[src/rtl/twom_pkg.sv]
package twom_pkg;

   // Register indexes on the write port
   typedef enum logic [2:0] {
      CSR_TRIM_A      = 3'd0,
      CSR_TRIM_D      = 3'd1,
      CSR_CEILING     = 3'd2,
      CSR_FLOOR_SIDE  = 3'd3,
      CSR_FLOOR_REAR  = 3'd4
   } csr_index_type;

   localparam int unsigned PERCENT_FULL = 100;
   // floor(x/100) == (x*RECIP_100) >> RECIP_SHIFT for every x below 2^18
   localparam int unsigned RECIP_100   = 335545;
   localparam int unsigned RECIP_SHIFT = 25;
   localparam int unsigned DIV_STAGES  = 4;
   localparam int unsigned DIV_STEPS   = 3;

   // Stage 1: forward magnitude times trim
   typedef struct packed {
      logic               fneg;
      logic [17:0]        pa;
      logic [17:0]        pd;
      logic signed [10:0] turn;
      logic signed [10:0] lat;
   } s1_type;

   // Stage 2: trimmed forward magnitudes
   typedef struct packed {
      logic               fneg;
      logic [11:0]        qa;
      logic [11:0]        qd;
      logic signed [10:0] turn;
      logic signed [10:0] lat;
   } s2_type;

   // Stage 3: mixed wheels, order a, b, d
   typedef struct packed {
      logic [2:0][13:0] wheel;
   } s3_type;

   // Stage 4: magnitudes, signs and the largest magnitude
   typedef struct packed {
      logic [2:0][12:0] mag;
      logic [2:0]       neg;
      logic [12:0]      high;
      logic             scaled;
   } s4_type;

   // Divider stages: partial remainder, unconsumed numerator bits, quotient
   typedef struct packed {
      logic [2:0][12:0] rem;
      logic [2:0][11:0] low;
      logic [2:0][11:0] quo;
      logic [2:0][12:0] mag;
      logic [2:0]       neg;
      logic [12:0]      high;
      logic             scaled;
   } div_type;

   // One restoring step: returns {quotient bit, next remainder}
   function automatic logic [13:0] div_step(input logic [12:0] rem,
                                            input logic        nbit,
                                            input logic [12:0] high);
      logic [13:0] t;
      t = {rem, nbit};
      if (t >= {1'b0, high}) begin
         div_step = {1'b1, 13'(t - {1'b0, high})};
      end else begin
         div_step = {1'b0, t[12:0]};
      end
   endfunction

endpackage

[src/rtl/three_wheel_omni_mixer.sv]
// Three-wheel omni base mixer.
// req_ channel carries one body command per transaction (forward, turn,
// lateral, 11-bit signed each); rsp_ channel returns one transaction per
// command with the three wheel drives and the scaled/dropped flags.
// Forward is trimmed per side wheel, the wheels are mixed, scaled down to
// the ceiling when the largest magnitude exceeds it, then wheels below
// their start floor are zeroed.
// Throughput: one transaction per cycle while the receiver keeps rsp_tready
// high; the ten-stage pipeline is led by two multiply stages, then a
// four-stage restoring divider (3 bits per stage) and a final output stage.
// csr_ writes take effect at the clock edge with csr_we high; write only
// while no transaction is in flight.
// Reset empties the pipeline and loads the register defaults (trims 100,
// ceiling 100, floors 0).
// When rsp_tready is low the output holds; each stage stalls only when it
// and everything after it is full, so bubbles are squeezed out and nothing
// is lost or repeated.
module three_wheel_omni_mixer (
   input  logic        clock,
   input  logic        reset,
   input  logic        req_tvalid,
   output logic        req_tready,
   input  logic [39:0] req_tdata,   // forward_cmd, turn_cmd, lateral_cmd, zero pad
   output logic        rsp_tvalid,
   input  logic        rsp_tready,
   output logic [47:0] rsp_tdata,   // wheel_a, wheel_b, wheel_d, was_scaled,
                                    // was_dropped, zero pad
   input  logic        csr_we,
   input  logic [2:0]  csr_addr,
   input  logic [11:0] csr_wdata
);
   import twom_pkg::*;

   localparam int NS = 10;

   logic [7:0]  trim_a_ff, trim_d_ff;
   logic [11:0] ceil_ff, floor_side_ff, floor_rear_ff;
   logic [7:0]  trim_a, trim_d;
   logic [11:0] ceil_eff;

   logic [NS-1:0] valid_ff;
   logic [NS-1:0] ready;

   s1_type  s1_ff, s1_in;
   s2_type  s2_ff, s2_in;
   s3_type  s3_ff, s3_in;
   s4_type  s4_ff, s4_in;
   div_type d_ff [DIV_STAGES+1];
   div_type d_in [DIV_STAGES+1];
   logic [47:0] out_ff, out_in;

   // Register file
   always_ff @(posedge clock) begin
      if (reset) begin
         trim_a_ff     <= 8'd100;
         trim_d_ff     <= 8'd100;
         ceil_ff       <= 12'd100;
         floor_side_ff <= 12'd0;
         floor_rear_ff <= 12'd0;
      end else if (csr_we) begin
         case (csr_addr)
            CSR_TRIM_A:     trim_a_ff     <= csr_wdata[7:0];
            CSR_TRIM_D:     trim_d_ff     <= csr_wdata[7:0];
            CSR_CEILING:    ceil_ff       <= csr_wdata;
            CSR_FLOOR_SIDE: floor_side_ff <= csr_wdata;
            CSR_FLOOR_REAR: floor_rear_ff <= csr_wdata;
            default: ;
         endcase
      end
   end

   // Substitute full scale for zero trims and ceiling
   assign trim_a   = (trim_a_ff == '0) ? 8'(PERCENT_FULL) : trim_a_ff;
   assign trim_d   = (trim_d_ff == '0) ? 8'(PERCENT_FULL) : trim_d_ff;
   assign ceil_eff = (ceil_ff == '0) ? 12'(PERCENT_FULL) : ceil_ff;

   // Stall chain: a stage advances when empty or when its successor moves
   always_comb begin
      ready[NS-1] = !valid_ff[NS-1] || rsp_tready;
      for (int k = NS-2; k >= 0; k--) begin
         ready[k] = !valid_ff[k] || ready[k+1];
      end
   end

   assign req_tready = ready[0];

   always_ff @(posedge clock) begin
      if (reset) begin
         valid_ff <= '0;
      end else begin
         if (ready[0]) valid_ff[0] <= req_tvalid;
         for (int k = 1; k < NS; k++) begin
            if (ready[k]) valid_ff[k] <= valid_ff[k-1];
         end
      end
   end

   // Stage 1: trim multiply on forward magnitude
   always_comb begin
      logic signed [10:0] fwd;
      logic [10:0]        afwd;
      fwd        = $signed(req_tdata[10:0]);
      afwd       = fwd[10] ? 11'(-fwd) : 11'(fwd);
      s1_in.fneg = fwd[10];
      s1_in.pa   = 18'(afwd) * 18'(trim_a);
      s1_in.pd   = 18'(afwd) * 18'(trim_d);
      s1_in.turn = $signed(req_tdata[21:11]);
      s1_in.lat  = $signed(req_tdata[32:22]);
   end

   // Stage 2: divide by 100 through the reciprocal
   always_comb begin
      logic [36:0] ma, md;
      ma         = 37'(s1_ff.pa) * 37'(RECIP_100);
      md         = 37'(s1_ff.pd) * 37'(RECIP_100);
      s2_in.fneg = s1_ff.fneg;
      s2_in.qa   = ma[RECIP_SHIFT +: 12];
      s2_in.qd   = md[RECIP_SHIFT +: 12];
      s2_in.turn = s1_ff.turn;
      s2_in.lat  = s1_ff.lat;
   end

   // Stage 3: mix
   always_comb begin
      logic signed [13:0] fa, fd;
      fa = s2_ff.fneg ? -$signed({2'b00, s2_ff.qa}) : $signed({2'b00, s2_ff.qa});
      fd = s2_ff.fneg ? -$signed({2'b00, s2_ff.qd}) : $signed({2'b00, s2_ff.qd});
      s3_in.wheel[0] = -fa - 14'(s2_ff.turn) + 14'(s2_ff.lat);
      s3_in.wheel[1] = 14'(s2_ff.turn) + 14'(s2_ff.lat) + 14'(s2_ff.lat);
      s3_in.wheel[2] = fd - 14'(s2_ff.turn) + 14'(s2_ff.lat);
   end

   // Stage 4: magnitudes, largest and ceiling compare
   always_comb begin
      logic [12:0] hi;
      for (int w = 0; w < 3; w++) begin
         s4_in.neg[w] = s3_ff.wheel[w][13];
         s4_in.mag[w] = s3_ff.wheel[w][13] ? 13'(-$signed(s3_ff.wheel[w]))
                                           : s3_ff.wheel[w][12:0];
      end
      hi = s4_in.mag[0];
      if (s4_in.mag[1] > hi) hi = s4_in.mag[1];
      if (s4_in.mag[2] > hi) hi = s4_in.mag[2];
      s4_in.high   = hi;
      s4_in.scaled = hi > {1'b0, ceil_eff};
   end

   // Stage 5 numerators, then the divider stages at three quotient bits each
   always_comb begin
      logic [24:0] num;
      logic [13:0] st;
      d_in[0].mag    = s4_ff.mag;
      d_in[0].neg    = s4_ff.neg;
      d_in[0].high   = s4_ff.high;
      d_in[0].scaled = s4_ff.scaled;
      for (int w = 0; w < 3; w++) begin
         num = s4_ff.scaled ? 25'(s4_ff.mag[w]) * 25'(ceil_eff) : 25'd0;
         d_in[0].rem[w] = num[24:12];
         d_in[0].low[w] = num[11:0];
         d_in[0].quo[w] = '0;
      end
      for (int s = 1; s <= DIV_STAGES; s++) begin
         d_in[s] = d_ff[s-1];
         for (int j = 0; j < DIV_STEPS; j++) begin
            for (int w = 0; w < 3; w++) begin
               st = div_step(d_in[s].rem[w], d_in[s].low[w][11], d_in[s].high);
               d_in[s].rem[w] = st[12:0];
               d_in[s].low[w] = {d_in[s].low[w][10:0], 1'b0};
               d_in[s].quo[w] = {d_in[s].quo[w][10:0], st[13]};
            end
         end
      end
   end

   // Final stage: sign, floors and packing
   always_comb begin
      logic [11:0]        m;
      logic [11:0]        fl;
      logic signed [12:0] v;
      logic               dropped;
      dropped = 1'b0;
      out_in  = '0;
      for (int w = 0; w < 3; w++) begin
         m  = d_ff[DIV_STAGES].scaled ? d_ff[DIV_STAGES].quo[w]
                                      : d_ff[DIV_STAGES].mag[w][11:0];
         fl = (w == 1) ? floor_rear_ff : floor_side_ff;
         if (m != '0 && m < fl) begin
            m       = '0;
            dropped = 1'b1;
         end
         v = d_ff[DIV_STAGES].neg[w] ? -$signed({1'b0, m}) : $signed({1'b0, m});
         out_in[w*13 +: 13] = v;
      end
      out_in[39] = d_ff[DIV_STAGES].scaled;
      out_in[40] = dropped;
   end

   // Payload registers
   always_ff @(posedge clock) begin
      if (ready[0]) s1_ff <= s1_in;
      if (ready[1]) s2_ff <= s2_in;
      if (ready[2]) s3_ff <= s3_in;
      if (ready[3]) s4_ff <= s4_in;
      for (int s = 0; s <= DIV_STAGES; s++) begin
         if (ready[4+s]) d_ff[s] <= d_in[s];
      end
      if (ready[NS-1]) out_ff <= out_in;
   end

   assign rsp_tvalid = valid_ff[NS-1];
   assign rsp_tdata  = out_ff;

endmodule

[config.mk]
export PLATFORM = sky130hd
export DESIGN_NAME = three_wheel_omni_mixer
export DESIGN_NICKNAME = d
export VERILOG_FILES = /design/src/rtl/twom_pkg.sv /design/src/rtl/three_wheel_omni_mixer.sv
export SDC_FILE = /design/constraint.sdc
export NUM_CORES = 2
export LEC_CHECK = 0
export BUFFER_PORTS_ARGS = -buffer_cell sky130_fd_sc_hd__buf_2
export CAP_MARGIN = 10
export CORE_MARGIN = 2
export CORE_UTILIZATION = 50
export DETAILED_ROUTE_END_ITERATION = 7
export MAX_ROUTING_LAYER = met4
export PLACE_DENSITY_LB_ADDON = 0.3
export SYNTH_ARGS = -nofsm -noshare
export SYNTH_HDL_FRONTEND = slang
export SYNTH_SLANG_ARGS = --single-unit
export TNS_END_PERCENT = 5
[constraint.sdc]
create_clock -name clock -period 13.4 [get_ports clock]
set_input_delay 0 -clock clock [delete_from_list [all_inputs] [get_ports clock]]
set_output_delay 0 -clock clock [all_outputs]
set_load 0.01 [all_outputs]
==> results.toml <==
[outcome]
run_status = "finished, final reports clean"

[timing]
max_freq_mhz = 94.7
period_share = 0.788
slew_violations = 0
rsz0062_at_grt = "no"
hold_viol = 0
skew_ns = 0.0886
tns_ns = 0
slew_headroom = 0.201
setup_violations = 0
tightestPinTransition_ns = 1.19
finalCriticalPeriod_ns = 10.56

[synthesis]
synth_ff_type = "edfxtp_1"
seq_area_frac_synth = 0.289
syn_inst = 9126
synth.area.top_cells = "edfxtp_1, fa_1, ha_1"
netlist-cell-type-count = 103
syn_area_per_cell_sq_um = 9.95
synth-seq-cells = 894
async_reset_ff_frac = 0
synth_top_area_cell = "edfxtp_1"
synth_top_area_share = 0.275
synth_edf_count = 832
ys_warn_count = 0
syn-cell-area_sq_um = 90800

[cts]
cts_tree = "built"
clock-sinks = 894
ctsResizeCount = 0
numCtsBuffers = 99
cts_setup_buffers = 0
path_clk_slew_ns = 0.06
cts-root-buf = "clkbuf_16"
clkLatencyLatePin_ns = 0.79
cts_htree_levels = 3
cts_max_path_buffers = 3

[placement]
finalWeightedCongestion = 0.949
place_hpwl_microns = 187000
dp_cells = 11500
port_buffers = 95

[final_layout]
finalNetCount = 11200
final_cells = 11700
final_common_cell = "inv_1"
layout_common_cells = "inv_1, ha_1, nand2_1, edfxtp_1, fa_1"
area_growth_pct = 8.47
drive_above_1_share = 0.0712
nFillCells = 15700

[drt]
wl_per_cell_microns = 20.4
via_per_inst = 5.68
wl_microns = 239000
ant_nets = 0
firstDrtPassIters = 6
num_vias = 66600
drt_iter0_markers = 4552
drc = 0

[critical_path]
path_common_cell = "ha_1"
criticalPathCategory = "reg2reg"
worstPathArrival_ns = 11.02
r2r_slack_ns = 2.84
slowest_delay_ns = 0.86
crit_buf_inv = 3
cp_max_fo = 21
critPathTopFamily = "compound AO/OA/AOI/OAI gates"
cp-end-kind = "flop"
cp.required_ns = 13.86
startpoint_type = "flop"
slowest_stage = "a31oi_1"

[global_routing]
gr-total-overflow = 0
antenna_found_initial = 5
grt_pass1_vias = 67300
grt_pass1_wl_microns = 377000
grt_usage = 0.267
grt_max_degree = 129

[floorplanning]
initial_core_util = 0.503
die_y_microns = 430
dieArea_sq_um = 185000
rows = 156
pin_count = 110
core_sq_um = 181000
chipWidth_microns = 430

[worst_hold_path]
hp-class = "in2reg"

[job]
maxCapViolCount = 0
## sequential cells by signal, summed over array words and instances, names as in the netlist
register	count
s3_ff	41
floor_side_ff	12
valid_ff	10
trim_a_ff	8
floor_rear_ff	12
s1_ff	59
d_ff	588
s2_ff	47
rsp_tdata	41
d_in	56
ceil_ff	12
trim_d_ff	8
## per-layer routing
| layer | vias to the layer above | share of wire | track usage |
|---|---|---|---|
| met4 | 0 | 0.047 | 0.109 |
| met1 | 32700 | 0.42 | 0.338 |
| met5 | - | 0 | - |
| met3 | 404 | 0.049 | 0.0273 |
| met2 | 1857 | 0.48 | 0.440 |
| li1 | 31600 | - | - |
## final timing paths
check	startpoint	endpoint	cells after the start
worst max-delay path	d_ff[0][175]	d_ff[0][484]	28
worst min register to register	d_ff[0][291]	d_ff[0][461]	0
worst min-delay path	csr_wdata[9]	ceil_ff[9]	4
worst max register to register	d_ff[0][175]	d_ff[0][484]	28
## area by class of cell
class / count / area (sq um) / area share
Multi-Input combinational cell: 6640 / 58600 / 0.595
Sequential cell: 894 / 26200 / 0.266
Inverter: 1355 / 5100 / 0.0518
Tap cell: 2370 / 2970 / 0.0301
Clock buffer: 110 / 2520 / 0.0256
Timing Repair Buffer: 273 / 2020 / 0.0205
Clock inverter: 74 / 1030 / 0.0104
Antenna cell: 2 / 5.00 / 0.0000508
## stage by stage
step	area [sq um]	util	hold slack, ns	worst slack (ns)
after detailed placement	94100	0.521	0.179	2.84
after floorplan	90800	-	0.0989	5.11
after global routing	98500	0.545	0.118	2.02
after CTS	98500	0.545	0.0668	2.82
final	98500	0.545	0.133	2.84
after global placement	94100	0.521	0.179	2.85
## cell usage after synthesis (17+ instances only)
master     count
inv_1       1353
nor3b_1       17
nor2_1       499
a221o_1       37
a31oi_1       33
xnor2_1      343
o2111ai_1     19
o21bai_1      33
a21o_1       180
o21ai_0      323
o211ai_1      42
nand3_1      107
mux2_2       205
o31ai_1       42
nor2b_1      126
a211oi_1      29
nor4_1        26
or2_2         41
edfxtp_1     832
or3_1         58
nor3_1       185
a21oi_1      430
mux2i_1       98
ha_1        1150
o221ai_1      19
o21a_1        76
a2111oi_0     17
o31a_1        18
clkbuf_1     212
o41ai_1       35
and3_1        49
nand2b_1      73
nand4_1       87
a21boi_0      41
xor2_1       171
nand2_1      855
dfxtp_1       62
and2_1       190
fa_1         732
## worst reg2reg max path, delay by kind of cell (launching register included)
kind | cells | cell delay (ns)
buffers and inverters | 3 | 0.35
AOI/OAI and AO/OA | 15 | 5.57
and+or+nand+nor | 5 | 1.96
muxes | 2 | 0.99
adders and majority gates | 3 | 1.11
DFF | 1 | 0.35
## logic make-up after synthesis
kind of cell | after synthesis | share of synthesized area
XOR/XNOR | 515 | 0.0498
AND/OR/NAND/NOR | 2374 | 0.124
multiplexers | 304 | 0.0364
adder cells (fa/ha/maj) | 1885 | 0.320
buffers and inverters | 1598 | 0.0666
AO/OA/AOI/OAI | 1555 | 0.114
flip-flops | 894 | 0.289
other | 1 | 0.0000413
## what timing repair did
| action | 4_1_cts | 5_1_grt |
|---|---|---|
| hold buffers | 77 | 0 |
| hold endpoints to repair | 88 | 0 |
| setup endpoints to repair | 0 | 0 |
Power is left out: the tool's default activity adds up to more than one toggle a clock period on the data nets, which glitch-free logic cannot reach.
